`config.mk`:
```
export PLATFORM = sky130hd
export DESIGN_NAME = poly_voice_allocator_unit
export DESIGN_NICKNAME = d
export VERILOG_FILES = /design/src/rtl/pva_pkg.sv /design/src/rtl/pva_steal_unit.sv /design/src/rtl/poly_voice_allocator_unit.sv
export SDC_FILE = /design/constraint.sdc
export NUM_CORES = 1
export LEC_CHECK = 0
export BUFFER_PORTS_ARGS = -buffer_cell sky130_fd_sc_hd__buf_4
export CAP_MARGIN = 20
export CORE_ASPECT_RATIO = 0.6
export CORE_MARGIN = 3
export CORE_UTILIZATION = 55
export DETAILED_ROUTE_END_ITERATION = 7
export GPL_ROUTABILITY_DRIVEN = 0
export MAX_ROUTING_LAYER = met4
export PLACE_DENSITY_LB_ADDON = 0.3
export SYNTH_ARGS = -nofsm -noshare
export SYNTH_HDL_FRONTEND = slang
export SYNTH_SLANG_ARGS = --single-unit
```
`constraint.sdc`:
```
create_clock -name clk -period 8.2 [get_ports clk]
set_input_delay 1.64 -clock clk [delete_from_list [all_inputs] [get_ports clk]]
set_output_delay 1.64 -clock clk [all_outputs]
set_load 0.01 [all_outputs]
```
`src/rtl/pva_pkg.sv`:
```
// Shared types and constants for the polyphonic voice allocator.
package pva_pkg;

    // Defaults for the top-level parameters
    localparam int VOICES_DEF    = 8;
    localparam int TIME_BITS_DEF = 32;

    // Fixed field widths
    localparam int NOTE_W    = 7;
    localparam int VEL_W     = 7;
    localparam int CMD_W     = 2;
    localparam int VIDX_W    = 3;
    localparam int SLOT_W    = 3;
    localparam int TIME_IN_W = 32;
    localparam int S_DATA_W  = 56;
    localparam int M_DATA_W  = 16;

    // Input command codes
    localparam logic [CMD_W-1:0] CMD_NOTE_ON  = 2'd0;
    localparam logic [CMD_W-1:0] CMD_NOTE_OFF = 2'd1;
    localparam logic [CMD_W-1:0] CMD_ENV_DONE = 2'd2;
    localparam logic [CMD_W-1:0] CMD_REL_ALL  = 2'd3;

    // Result action codes
    localparam logic ACT_START   = 1'b0;
    localparam logic ACT_RELEASE = 1'b1;

    // Sequencer states
    typedef enum logic [2:0] {
        ST_IDLE,
        ST_ALLOC,
        ST_START,
        ST_RELEASE,
        ST_FLUSH
    } pva_state_t;

    // Control of the steal compare unit
    typedef struct packed {
        logic init;
        logic step;
        logic newest;
    } steal_ctrl_t;

endpackage

```
`src/rtl/pva_steal_unit.sv`:
```
// Steal candidate tracker: one voice per cycle against the released and fallback bounds.
module pva_steal_unit #(
    parameter int VOICES = pva_pkg::VOICES_DEF,
    parameter int TW     = pva_pkg::TIME_IN_W
) (
    input  logic                      clk,
    input  logic                      rst_n,
    input  pva_pkg::steal_ctrl_t      ctrl,
    input  logic [TW-1:0]             now,
    input  logic [$clog2(VOICES)-1:0] vidx,
    input  logic [TW-1:0]             vtime,
    input  logic                      vgate,
    output logic [$clog2(VOICES)-1:0] pick
);

    localparam int IW = $clog2(VOICES);

    logic [TW-1:0] rel_b_reg;
    logic [TW-1:0] any_b_reg;
    logic [IW-1:0] rel_idx_reg;
    logic [IW-1:0] any_idx_reg;
    logic          rel_v_reg;
    logic          any_v_reg;
    logic          rel_ok;
    logic          any_ok;

    // Compare the visited voice's start time against both bounds
    always_comb
    begin
        if (ctrl.newest)
        begin
            rel_ok = vtime > rel_b_reg;
            any_ok = vtime > any_b_reg;
        end
        else
        begin
            rel_ok = vtime < rel_b_reg;
            any_ok = vtime < any_b_reg;
        end
    end

    // Track candidate flags
    always_ff @(posedge clk or negedge rst_n)
    begin
        if (!rst_n)
        begin
            rel_v_reg <= 1'b0;
            any_v_reg <= 1'b0;
        end
        else if (ctrl.init)
        begin
            rel_v_reg <= 1'b0;
            any_v_reg <= 1'b0;
        end
        else if (ctrl.step)
        begin
            if (!vgate && rel_ok)
            begin
                rel_v_reg <= 1'b1;
            end
            else if (any_ok)
            begin
                any_v_reg <= 1'b1;
            end
        end
    end

    // Track bounds and candidate indexes
    always_ff @(posedge clk)
    begin
        if (ctrl.init)
        begin
            rel_b_reg <= ctrl.newest ? '0 : now;
            any_b_reg <= ctrl.newest ? '0 : now;
        end
        else if (ctrl.step)
        begin
            if (!vgate && rel_ok)
            begin
                rel_b_reg   <= vtime;
                rel_idx_reg <= vidx;
            end
            else if (any_ok)
            begin
                any_b_reg   <= vtime;
                any_idx_reg <= vidx;
            end
        end
    end

    // Released candidate first, then fallback, else voice 0
    always_comb
    begin
        if (rel_v_reg)
        begin
            pick = rel_idx_reg;
        end
        else if (any_v_reg)
        begin
            pick = any_idx_reg;
        end
        else
        begin
            pick = '0;
        end
    end

endmodule

```
`src/rtl/poly_voice_allocator_unit.sv`:
```
// Polyphonic voice allocator top level: voice state, scan sequencer and result register.
//
// Input transactions arrive on s_axis: tuser carries the command, tdata the note,
// velocity, voice index and time. Results leave on m_axis: tuser is the action,
// tdata the slot and note, tlast marks the final result of one input.
// steal_mode is written through cfg_wr_en / cfg_wr_data; the user must write it only
// while the block is idle, as the block itself does not enforce this. A note-on scans
// all VOICES voices, one per cycle, through a compare unit that also tracks steal
// candidates; the start result is loaded into the output register from ST_START once
// that register is free, and the next input can be taken in the cycle after the load.
// Note-off and release-all scan the voices the same way and emit each release as it is
// found (one result is held back to learn tlast); the input is done after the release
// scan and the flush state when the receiver keeps up. Envelope-finished and note-on with
// note zero complete in the accept cycle with no result. A new input is taken only once
// the last is done. When the receiver stalls, the scan holds on its next result and
// s_axis_tready stays low; a finished result waits in the output register while a new
// input is accepted. Reset clears all voices, steal_mode and the output register.
module poly_voice_allocator_unit #(
    parameter int VOICES    = pva_pkg::VOICES_DEF,
    parameter int TIME_BITS = pva_pkg::TIME_BITS_DEF
) (
    input  logic                           clk,
    input  logic                           rst_n,
    input  logic                           cfg_wr_en,
    input  logic                           cfg_wr_data,    // steal_mode
    input  logic                           s_axis_tvalid,
    output logic                           s_axis_tready,
    // note[6:0], velocity[13:7], voice_index[16:14], event_ms[48:17], zeros above
    input  logic [pva_pkg::S_DATA_W-1:0]   s_axis_tdata,
    input  logic [pva_pkg::CMD_W-1:0]      s_axis_tuser,   // command[1:0]
    output logic                           m_axis_tvalid,
    input  logic                           m_axis_tready,
    output logic [pva_pkg::M_DATA_W-1:0]   m_axis_tdata,   // slot[2:0], note_out[9:3], zeros
    output logic                           m_axis_tuser,   // action[0]
    output logic                           m_axis_tlast
);

    localparam int IW = $clog2(VOICES);
    localparam int TW = (TIME_BITS < pva_pkg::TIME_IN_W) ? TIME_BITS : pva_pkg::TIME_IN_W;
    localparam int NW = pva_pkg::NOTE_W;

    // Input field unpacking
    logic [NW-1:0]                 s_note;
    logic [pva_pkg::VEL_W-1:0]     s_vel;
    logic [pva_pkg::VIDX_W-1:0]    s_vidx;
    logic [TW-1:0]                 s_time;
    logic                          s_acc;

    assign s_note = s_axis_tdata[6:0];
    assign s_vel  = s_axis_tdata[13:7];
    assign s_vidx = s_axis_tdata[16:14];
    assign s_time = TW'(s_axis_tdata[48:17]);
    assign s_acc  = s_axis_tvalid && s_axis_tready;

    // Voice state
    logic [NW-1:0]     note_mem [VOICES];
    logic [TW-1:0]     time_mem [VOICES];
    logic [VOICES-1:0] active_reg;
    logic [VOICES-1:0] gate_reg;

    // Sequencer and item registers
    pva_pkg::pva_state_t state_reg, state_next;
    logic          mode_reg;
    logic [IW-1:0] idx_reg;
    logic [NW-1:0] note_q_reg;
    logic [TW-1:0] time_q_reg;
    logic          rel_all_reg;
    logic          found_reg;
    logic [IW-1:0] sel_reg;
    logic          pend_v_reg;
    logic [IW-1:0] pend_slot_reg;
    logic [NW-1:0] pend_note_reg;

    // Output register
    logic                             out_v_reg;
    logic [pva_pkg::SLOT_W-1:0]       out_slot_reg;
    logic [NW-1:0]                    out_note_reg;
    logic                             out_act_reg;
    logic                             out_last_reg;

    // Datapath signals
    logic                  idx_last;
    logic [NW-1:0]         cur_note;
    logic                  free_hit;
    logic                  rel_hit;
    logic                  out_free;
    logic                  stall;
    logic [IW-1:0]         steal_pick;
    logic [IW-1:0]         slot_sel;
    logic                  is_start;
    logic                  is_release;
    pva_pkg::steal_ctrl_t  steal_ctrl;
    logic                  adv;
    logic                  do_start;
    logic                  do_rel;
    logic                  load_out;
    logic                  ld_act;
    logic [IW-1:0]         ld_slot;
    logic [NW-1:0]         ld_note;
    logic                  ld_last;

    assign idx_last  = (idx_reg == IW'(VOICES - 1));
    assign cur_note  = note_mem[idx_reg];
    assign free_hit  = !active_reg[idx_reg] || (cur_note == note_q_reg);
    assign rel_hit   = rel_all_reg || (cur_note == note_q_reg);
    assign out_free  = !out_v_reg || m_axis_tready;
    assign stall     = rel_hit && pend_v_reg && !out_free;
    assign slot_sel  = found_reg ? sel_reg : steal_pick;

    // Decode the arriving command
    assign is_start   = (s_axis_tuser == pva_pkg::CMD_NOTE_ON) && (s_vel != '0)
                        && (s_note != '0);
    assign is_release = ((s_axis_tuser == pva_pkg::CMD_NOTE_ON) && (s_vel == '0))
                        || (s_axis_tuser == pva_pkg::CMD_NOTE_OFF)
                        || (s_axis_tuser == pva_pkg::CMD_REL_ALL);

    pva_steal_unit #(
        .VOICES (VOICES),
        .TW     (TW)
    ) u_steal (
        .clk   (clk),
        .rst_n (rst_n),
        .ctrl  (steal_ctrl),
        .now   (s_time),
        .vidx  (idx_reg),
        .vtime (time_mem[idx_reg]),
        .vgate (gate_reg[idx_reg]),
        .pick  (steal_pick)
    );

    // Next state
    always_comb
    begin
        state_next = state_reg;
        unique case (state_reg)
            pva_pkg::ST_IDLE:
            begin
                if (s_acc && is_start)
                begin
                    state_next = pva_pkg::ST_ALLOC;
                end
                else if (s_acc && is_release)
                begin
                    state_next = pva_pkg::ST_RELEASE;
                end
            end
            pva_pkg::ST_ALLOC:
            begin
                if (idx_last)
                begin
                    state_next = pva_pkg::ST_START;
                end
            end
            pva_pkg::ST_START:
            begin
                if (out_free)
                begin
                    state_next = pva_pkg::ST_IDLE;
                end
            end
            pva_pkg::ST_RELEASE:
            begin
                if (!stall && idx_last)
                begin
                    state_next = pva_pkg::ST_FLUSH;
                end
            end
            pva_pkg::ST_FLUSH:
            begin
                if (!pend_v_reg || out_free)
                begin
                    state_next = pva_pkg::ST_IDLE;
                end
            end
            default:
            begin
                state_next = pva_pkg::ST_IDLE;
            end
        endcase
    end

    // Sequencer outputs
    always_comb
    begin
        s_axis_tready     = 1'b0;
        steal_ctrl.init   = 1'b0;
        steal_ctrl.step   = 1'b0;
        steal_ctrl.newest = mode_reg;
        adv      = 1'b0;
        do_start = 1'b0;
        do_rel   = 1'b0;
        load_out = 1'b0;
        ld_act   = pva_pkg::ACT_RELEASE;
        ld_slot  = pend_slot_reg;
        ld_note  = pend_note_reg;
        ld_last  = 1'b0;
        unique case (state_reg)
            pva_pkg::ST_IDLE:
            begin
                s_axis_tready   = 1'b1;
                steal_ctrl.init = s_acc;
            end
            pva_pkg::ST_ALLOC:
            begin
                adv             = 1'b1;
                steal_ctrl.step = 1'b1;
            end
            pva_pkg::ST_START:
            begin
                if (out_free)
                begin
                    do_start = 1'b1;
                    load_out = 1'b1;
                    ld_act   = pva_pkg::ACT_START;
                    ld_slot  = slot_sel;
                    ld_note  = note_q_reg;
                    ld_last  = 1'b1;
                end
            end
            pva_pkg::ST_RELEASE:
            begin
                if (!stall)
                begin
                    adv      = 1'b1;
                    do_rel   = rel_hit;
                    load_out = rel_hit && pend_v_reg;
                end
            end
            pva_pkg::ST_FLUSH:
            begin
                if (pend_v_reg && out_free)
                begin
                    load_out = 1'b1;
                    ld_last  = 1'b1;
                end
            end
            default:
            begin
                s_axis_tready = 1'b0;
            end
        endcase
    end

    // Control registers
    always_ff @(posedge clk or negedge rst_n)
    begin
        if (!rst_n)
        begin
            state_reg  <= pva_pkg::ST_IDLE;
            mode_reg   <= 1'b0;
            found_reg  <= 1'b0;
            pend_v_reg <= 1'b0;
            out_v_reg  <= 1'b0;
            idx_reg    <= '0;
        end
        else
        begin
            state_reg <= state_next;
            if (cfg_wr_en)
            begin
                mode_reg <= cfg_wr_data;
            end
            // Restart the scan on each accepted item
            if (s_acc)
            begin
                idx_reg    <= '0;
                found_reg  <= 1'b0;
                pend_v_reg <= 1'b0;
            end
            else
            begin
                if (adv)
                begin
                    idx_reg <= idx_reg + 1'b1;
                end
                if (state_reg == pva_pkg::ST_ALLOC && !found_reg && free_hit)
                begin
                    found_reg <= 1'b1;
                end
                if (do_rel)
                begin
                    pend_v_reg <= 1'b1;
                end
                else if (state_reg == pva_pkg::ST_FLUSH && load_out)
                begin
                    pend_v_reg <= 1'b0;
                end
            end
            // Hold a result until taken
            if (load_out)
            begin
                out_v_reg <= 1'b1;
            end
            else if (m_axis_tready)
            begin
                out_v_reg <= 1'b0;
            end
        end
    end

    // Item and result payload
    always_ff @(posedge clk)
    begin
        if (s_acc)
        begin
            note_q_reg  <= s_note;
            time_q_reg  <= s_time;
            rel_all_reg <= (s_axis_tuser == pva_pkg::CMD_REL_ALL);
        end
        if (state_reg == pva_pkg::ST_ALLOC && !found_reg && free_hit)
        begin
            sel_reg <= idx_reg;
        end
        if (do_rel)
        begin
            pend_slot_reg <= idx_reg;
            pend_note_reg <= cur_note;
        end
        if (load_out)
        begin
            out_act_reg  <= ld_act;
            out_slot_reg <= pva_pkg::SLOT_W'(ld_slot);
            out_note_reg <= ld_note;
            out_last_reg <= ld_last;
        end
    end

    // Voice flags: release, envelope done, start
    always_ff @(posedge clk or negedge rst_n)
    begin
        if (!rst_n)
        begin
            active_reg <= '0;
            gate_reg   <= '0;
        end
        else
        begin
            if (s_acc && s_axis_tuser == pva_pkg::CMD_ENV_DONE
                && 32'(s_vidx) < VOICES)
            begin
                active_reg[IW'(s_vidx)] <= 1'b0;
                gate_reg[IW'(s_vidx)]   <= 1'b0;
            end
            if (do_rel)
            begin
                gate_reg[idx_reg] <= 1'b0;
            end
            if (do_start)
            begin
                active_reg[slot_sel] <= 1'b1;
                gate_reg[slot_sel]   <= 1'b1;
            end
        end
    end

    // Voice note and start time store
    always_ff @(posedge clk or negedge rst_n)
    begin
        if (!rst_n)
        begin
            for (int i = 0; i < VOICES; i++)
            begin
                note_mem[i] <= '0;
                time_mem[i] <= '0;
            end
        end
        else if (do_start)
        begin
            note_mem[slot_sel] <= note_q_reg;
            time_mem[slot_sel] <= time_q_reg;
        end
    end

    // Result port
    assign m_axis_tvalid = out_v_reg;
    assign m_axis_tuser  = out_act_reg;
    assign m_axis_tlast  = out_last_reg;
    assign m_axis_tdata  = {(pva_pkg::M_DATA_W - pva_pkg::SLOT_W - NW)'(0),
                            out_note_reg, out_slot_reg};

    // A start is always the only result of its input
    assert property (@(posedge clk) disable iff (!rst_n)
        (m_axis_tvalid && m_axis_tuser == pva_pkg::ACT_START) |-> m_axis_tlast)
        else $error("start result without tlast");

    // No held-back release survives into idle
    assert property (@(posedge clk) disable iff (!rst_n)
        (state_reg == pva_pkg::ST_IDLE) |-> !pend_v_reg)
        else $error("pending release left in idle");

    // A stalled release scan keeps its voice index
    assert property (@(posedge clk) disable iff (!rst_n)
        (state_reg == pva_pkg::ST_RELEASE && stall) |=> $stable(idx_reg))
        else $error("scan index moved during stall");

    // Scan index stays within the voice set
    assert property (@(posedge clk) disable iff (!rst_n)
        (state_reg == pva_pkg::ST_ALLOC || state_reg == pva_pkg::ST_RELEASE)
        |-> (32'(idx_reg) < VOICES))
        else $error("scan index out of range");

endmodule
```
After elaboration in Yosys (flattened, before gate mapping) --
Cells that the tools add are included.
Word-level totals: bits in registers 475, output and inout port bits 20, word-level logic and storage cells 210
Cells by class: $add $sub $neg 1, $lt $le $gt $ge 13, equal/unequal tests 15, muxes and demuxes 81, bitwise operators 11, reduce and logical (&&, ||, !) cells 49
Operators with widths (number):
- $mux 32 | 11
- $bwmux 256 | 1
- $bmux 32 s3 | 1
- $demux 32 s3 | 1
- $gt 32x32->1 | 2
- $lt 32x32->1 | 2
- $bwmux 56 | 1
- $mux 8 | 5
- $mux 3 | 13
- $mux 7 | 5
- $mux 1 | 32
- $and 8x8->8 | 3
- $bmux 7 s3 | 1
- $demux 7 s3 | 1
- $logic_and 1x1->1 | 19
- $not 8->8 | 2
- $or 8x8->8 | 2
- $pmux 3 s5 | 1
- $reduce_bool 7->1 | 2
- $lt 3x4->1 const B | 3
- $reduce_bool 2->1 | 6
- $ne 2x2->1 const B | 5
- $demux 1 s3 | 3
- $ge 3x1->1 const B | 3
- other kinds (25) | 45

Longest topological paths before layout --
depth in word-level cells 14, gate-level depth with buffers 19, depth with buffers taken out 15

Modules after synthesis --
A second synthesis with hierarchy kept.
Unflattened totals: cell total of the unflattened synthesis 1563, area, all modules 21251.6 sq um
By module, submodules not included:
- poly_voice_allocator_unit | times used 1, cells each 1206, area each 17041.3 sq um
- pva_steal_unit | times used 1, cells each 357, area each 4210.3 sq um

Worst setup path after synthesis --
OpenSTA, ideal clock, no wires.
path type register to register, start register idx_reg[2], end register u_steal.any_b_reg[0] (enable), setup time 466 ps, arrival time 6019 ps, required time 7734 ps, setup slack 1715 ps, stages on the path, launching flop included 18, path buffers 5, period minus slack after synthesis 6485 ps, cell sequence dfrtp_1 > buf_6 > buf_12 > buf_8 > buf_8 > clkbuf_1 > mux2_2 > a221o_1 > a221o_1 > ha_1 > a21o_1 > a21o_1 > a21oi_1 > o22ai_1 > o41a_1 > o21ai_0 > nand2_1 > o21ai_0
On the way: word-level cells in the longest chain between the ends 9, elaborated cells on any way between the ends 17
RTL lines:
- start, declared | line poly_voice_allocator_unit.sv:64 | logic [IW-1:0] idx_reg;
- start signal, assigned | line poly_voice_allocator_unit.sv:274 | idx_reg <= idx_reg + 1'b1;
- $not 3->4 (not written as such) | line poly_voice_allocator_unit.sv:126 | .vtime (time_mem[idx_reg]),
- $bmux 32 s3 | line poly_voice_allocator_unit.sv:126
- $mux 32 (not written as such) (2 in a row) | line poly_voice_allocator_unit.sv:126
- $lt 32x32->1 / $gt 32x32->1 (equally long branches) | line pva_steal_unit.sv:37, pva_steal_unit.sv:32
- $mux 1 | line pva_steal_unit.sv:30 | if (ctrl.newest)
- $logic_and 1x1->1 | line pva_steal_unit.sv:78 | if (!vgate && rel_ok)
- $ne 2x2->1 (no line)
- $reduce_and 3->1 (no line) (*)
- end signal, assigned | line pva_steal_unit.sv:74 | any_b_reg <= ctrl.newest ? '0 : now;
- end signal, assigned | line pva_steal_unit.sv:85 | any_b_reg <= vtime;
- end, declared | line pva_steal_unit.sv:19 | logic [TW-1:0] any_b_reg;
Mark *: on every way between the ends. The rest lies on a longest branch, timed or not. The select of a mux whose other input is x is not followed. A chain may end at the register's enable or synchronous reset.

Worst setup path after layout --
start register idx_reg[1], end register u_steal.rel_b_reg[10] (enable)
On the way: word-level cells in the longest chain between the ends 9, elaborated cells on any way between the ends 13
RTL lines:
- $not 3->4 (not written as such) | line poly_voice_allocator_unit.sv:126
- $bmux 32 s3 | line poly_voice_allocator_unit.sv:126
- $mux 32 (not written as such) (2 in a row) | line poly_voice_allocator_unit.sv:126
- $lt 32x32->1 / $gt 32x32->1 (equally long branches) | line pva_steal_unit.sv:37, pva_steal_unit.sv:32
- $mux 1 | line pva_steal_unit.sv:30
- $logic_and 1x1->1 (*) | line pva_steal_unit.sv:78
- $reduce_bool 2->1 (no line) (*)
- $reduce_and 2->1 (no line) (*)
- end signal, assigned | line pva_steal_unit.sv:73 | rel_b_reg <= ctrl.newest ? '0 : now;
- end signal, assigned | line pva_steal_unit.sv:80 | rel_b_reg <= vtime;
- end, declared | line pva_steal_unit.sv:18 | logic [TW-1:0] rel_b_reg;
Marked as above.

==> flow_metrics.py <==
metrics = {
    "sta": {
        "worst_pin_slew_ps": 1070,
        "skew_ps": 23.5,
        "fin_crit_sh": 0.774,
        "drv_slew": 0,
        "setup_tns_ps": 0,
        "slew_headroom": 0.287,
        "min_period_ps": 6340,
        "timing.final.ws_setup_ps": 1860,
        "fmax_ghz": 0.158,
        "setup_viol": 0,
        "rsz0062_at_grt": "no",
        "hold_violations": 0,
    },
    "grt": {
        "grt_overflow": 0,
        "grt_antenna_before_repair": 0,
        "grt_use_total": 0.271,
        "grt_max_degree": 145,
        "grt_pass1_vias": 14164,
        "grt_pass1_wl_mm": 84.4,
    },
    "synth": {
        "netlist_area_mm2": 0.0215,
        "postSynth.asyncResetShare": 0.716,
        "synthCells": 1634,
        "synthMuxAreaShare": 0.192,
        "synth_ff_type": "dfrtp_1",
        "synth_edf_count": 135,
        "synthSimpleGateAreaFrac": 0.0592,
        "synth_fa_ha_area_frac": 0.0383,
        "synth_compound_area_frac": 0.0900,
        "synth_area_per_cell_um2": 13.2,
        "synth_seq_area_share": 0.583,
        "synthXorXnorAreaFrac": 0.00244,
        "synth_cell_type_count": 65,
        "synth_top_family_by_area": "multiplexers",
        "yosys_register_bits": 475,
        "synth_warnings": 0,
    },
    "min_path": {
        "min_to": "active_reg[2]",
        "hp-class": "reg -> reg",
        "min_from": "active_reg[2]",
        "whs_path_depth": 1,
    },
    "cts": {
        "clkLatencyLatePin_ps": 560,
        "cts_hold_buffers": 0,
        "ctsResizeCount": 0,
        "cts.sinks": 475,
        "cts_made_buffers": 44,
        "post_cts_buffers": 0,
        "root_buffer": "clkbuf_16",
        "cts.clk_slew.worst_paths_ps": 70,
        "cts_tree": "done",
        "cts_htree_levels": 2,
        "cts_buffer_depth": 3,
    },
    "power": {
        "pwr-share-clk": 0.202,
        "p_leak_uw": 0.0108,
        "ir_worst_vdd_v": 0.000220,
        "p_switching_uw": 3740,
        "p_per_area_mw_per_mm2": 432,
        "power_frac_seq": 0.404,
        "sw_frac_of_total": 0.359,
        "p_int_uw": 6680,
        "pwr-share-comb": 0.393,
    },
    "layout": {
        "top_regs": "time_mem: 256 flops, note_mem: 56 flops",
        "regMostFlops": "time_mem",
        "layout-drive-gt1-share": 0.305,
        "diodes": 0,
        "post-route-cell-area_mm2": 0.0241,
        "largest_reg_flops": 256,
        "nets": 1820,
        "fillers": 2857,
        "fin_util": 0.632,
        "areaGrowthSynthToFinish_pct": 11.8,
    },
    "die": {
        "dieArea_mm2": 0.0417,
        "ios": 84,
        "start_util": 0.565,
        "die_y_um": 159,
        "rows": 55,
        "fp.coreArea_mm2": 0.0381,
        "fp.dieW_um": 261,
    },
    "setup_path": {
        "worstPathArrival_ps": 6510,
        "end_kind": "register",
        "cp_max_fo": 32,
        "critPathKind": "reg -> reg",
        "worstReg2RegStart": "idx_reg[1]",
        "worst_r2r_endpoint": "u_steal.rel_b_reg[10]",
        "ff2ff_setup_slack_ps": 1860,
        "critPathRequiredTime_ps": 8370,
        "reg2reg_depth": 14,
        "start_kind": "register",
    },
    "place": {
        "numPortBuffers": 70,
        "hpwlAfterDp_mm": 33.6,
        "place_worst_setup_slack_ps": 1950,
        "placed_area_mm2": 0.0226,
    },
    "routing": {
        "vias": 13891,
        "drt-initial-drc-count": 1371,
        "wirelength_mm": 54.0,
        "wl_per_cell_um": 24.1,
        "firstDrtPassIters": 8,
        "vias_per_cell": 6.21,
        "drtAntennaViolNets": 0,
        "drcViolationCount": 0,
    },
    "job": {
        "maxCapViolations": 0,
    },
    "status": {
        "outcome": "complete, no violations",
    },
}
## how the worst max path moves through the flow
stage	start	to	slack, ps
floorplan	idx_reg[2]	u_steal.any_b_reg[0]	1720
global placement	idx_reg[2]	u_steal.rel_b_reg[24]	2010
detailed placement	idx_reg[1]	u_steal.rel_b_reg[20]	1950
CTS	idx_reg[1]	u_steal.rel_b_reg[27]	1950
global route	idx_reg[2]	u_steal.rel_b_reg[27]	1560
finish	idx_reg[1]	u_steal.rel_b_reg[10]	1860
## logic make-up after synthesis
logic type / count (synthesis)
flops: 475
mux: 362
simple gates: 267
other cells: 1
fa+ha+maj: 66
buf+inv: 177
compound gates: 280
xor+xnor: 6
## per-stage QoR
step | cells | hold WS, ps | power (uW)
2_1_floorplan | 1639 | 445 | 6960
3_3_place_gp | 2155 | 458 | 8000
3_5_place_dp | 2156 | 466 | 8240
4_1_cts | 2235 | 486 | 10400
5_1_grt | 2236 | 515 | 11100
6_report | 2236 | 495 | 10400
## critical path, stage by stage, from the launching register on
cell	delay, ps
dfrtp_1	940
nand2_1	300
nor2_2	760
buf_4	460
a22oi_1	120
nand4_1	240
ha_1	300
a21o_1	180
a21o_1	160
a21oi_1	130
o22ai_1	140
o41a_1	460
or4_1	470
a21oi_1	420
or2_2	830
## metal layers
layer / GRT usage / routed length [um]
met3: 0.0450 / 3980
met5: - / 0
met1: 0.405 / 25000
met4: 0.0536 / 822
met2: 0.395 / 24200
## cell usage after synthesis (2+ instances only)
library cell  count  area [um^2]
and2_1            7         43.8
and3_1            5         31.3
mux4_2            8          180
or4_1             3         22.5
buf_4             7         52.6
or3b_2            2         17.5
edfxtp_1        135         4050
nor3_1           10         50.1
nor2_1           96          360
xnor2_1           5         43.8
mux2_2          319         3590
a21boi_0          2         15.0
ha_1             66          826
buf_8             2         30.0
nand3_1           9         45.0
mux2i_1          33          330
nand2b_1          3         18.8
o21ai_0          21          105
o21a_1           11         82.6
a211oi_1          2         15.0
clkbuf_1         44          165
inv_1            78          293
nor4_2            2         25.0
or3_1             4         25.0
o22ai_1           5         31.3
a31oi_1           6         37.5
nand4_1          43          269
nor2b_1           9         56.3
nor4_1            3         18.8
buf_2            14         70.1
a22oi_1         116          871
o211ai_1          2         15.0
nand2_1          63          236
a21oi_1          64          320
a221o_1           4         40.0
a21o_1           32          240
buf_1            28          105
or2_2             5         31.3
dfrtp_1         340         8510
## cell usage in the layout (no fill, tap or decap), types with 10 or more instances in the layout
cell,n
dfrtp_1,339
mux2_2,319
edfxtp_1,135
a22oi_1,116
buf_4,99
nor2_1,90
inv_1,78
ha_1,66
a21oi_1,64
nand2_1,59
clkbuf_16,47
nand4_1,43
mux2i_1,33
a21o_1,32
o21ai_0,20
o21a_1,11
clkbuf_1,10
## cell type report
class,count,area [um^2],area share
sequential,475,12600,0.521
inverter,80,302,0.0125
timing repair buffer,102,806,0.0334
clock inverter,15,168,0.00696
tap,513,642,0.0266
clock buffer,64,1310,0.0544
multi-input combinational,987,8300,0.345
## power by group through the flow
stage	logic [uW]	registers (uW)	clock network, uW
detailed placement	4010	4230	0
global route	4510	4310	2230
finish	4100	4210	2110
global placement	3850	4160	0
floorplan	2940	4010	0
CTS	4080	4190	2140
Note: power is estimated with default switching activity, not from simulation.
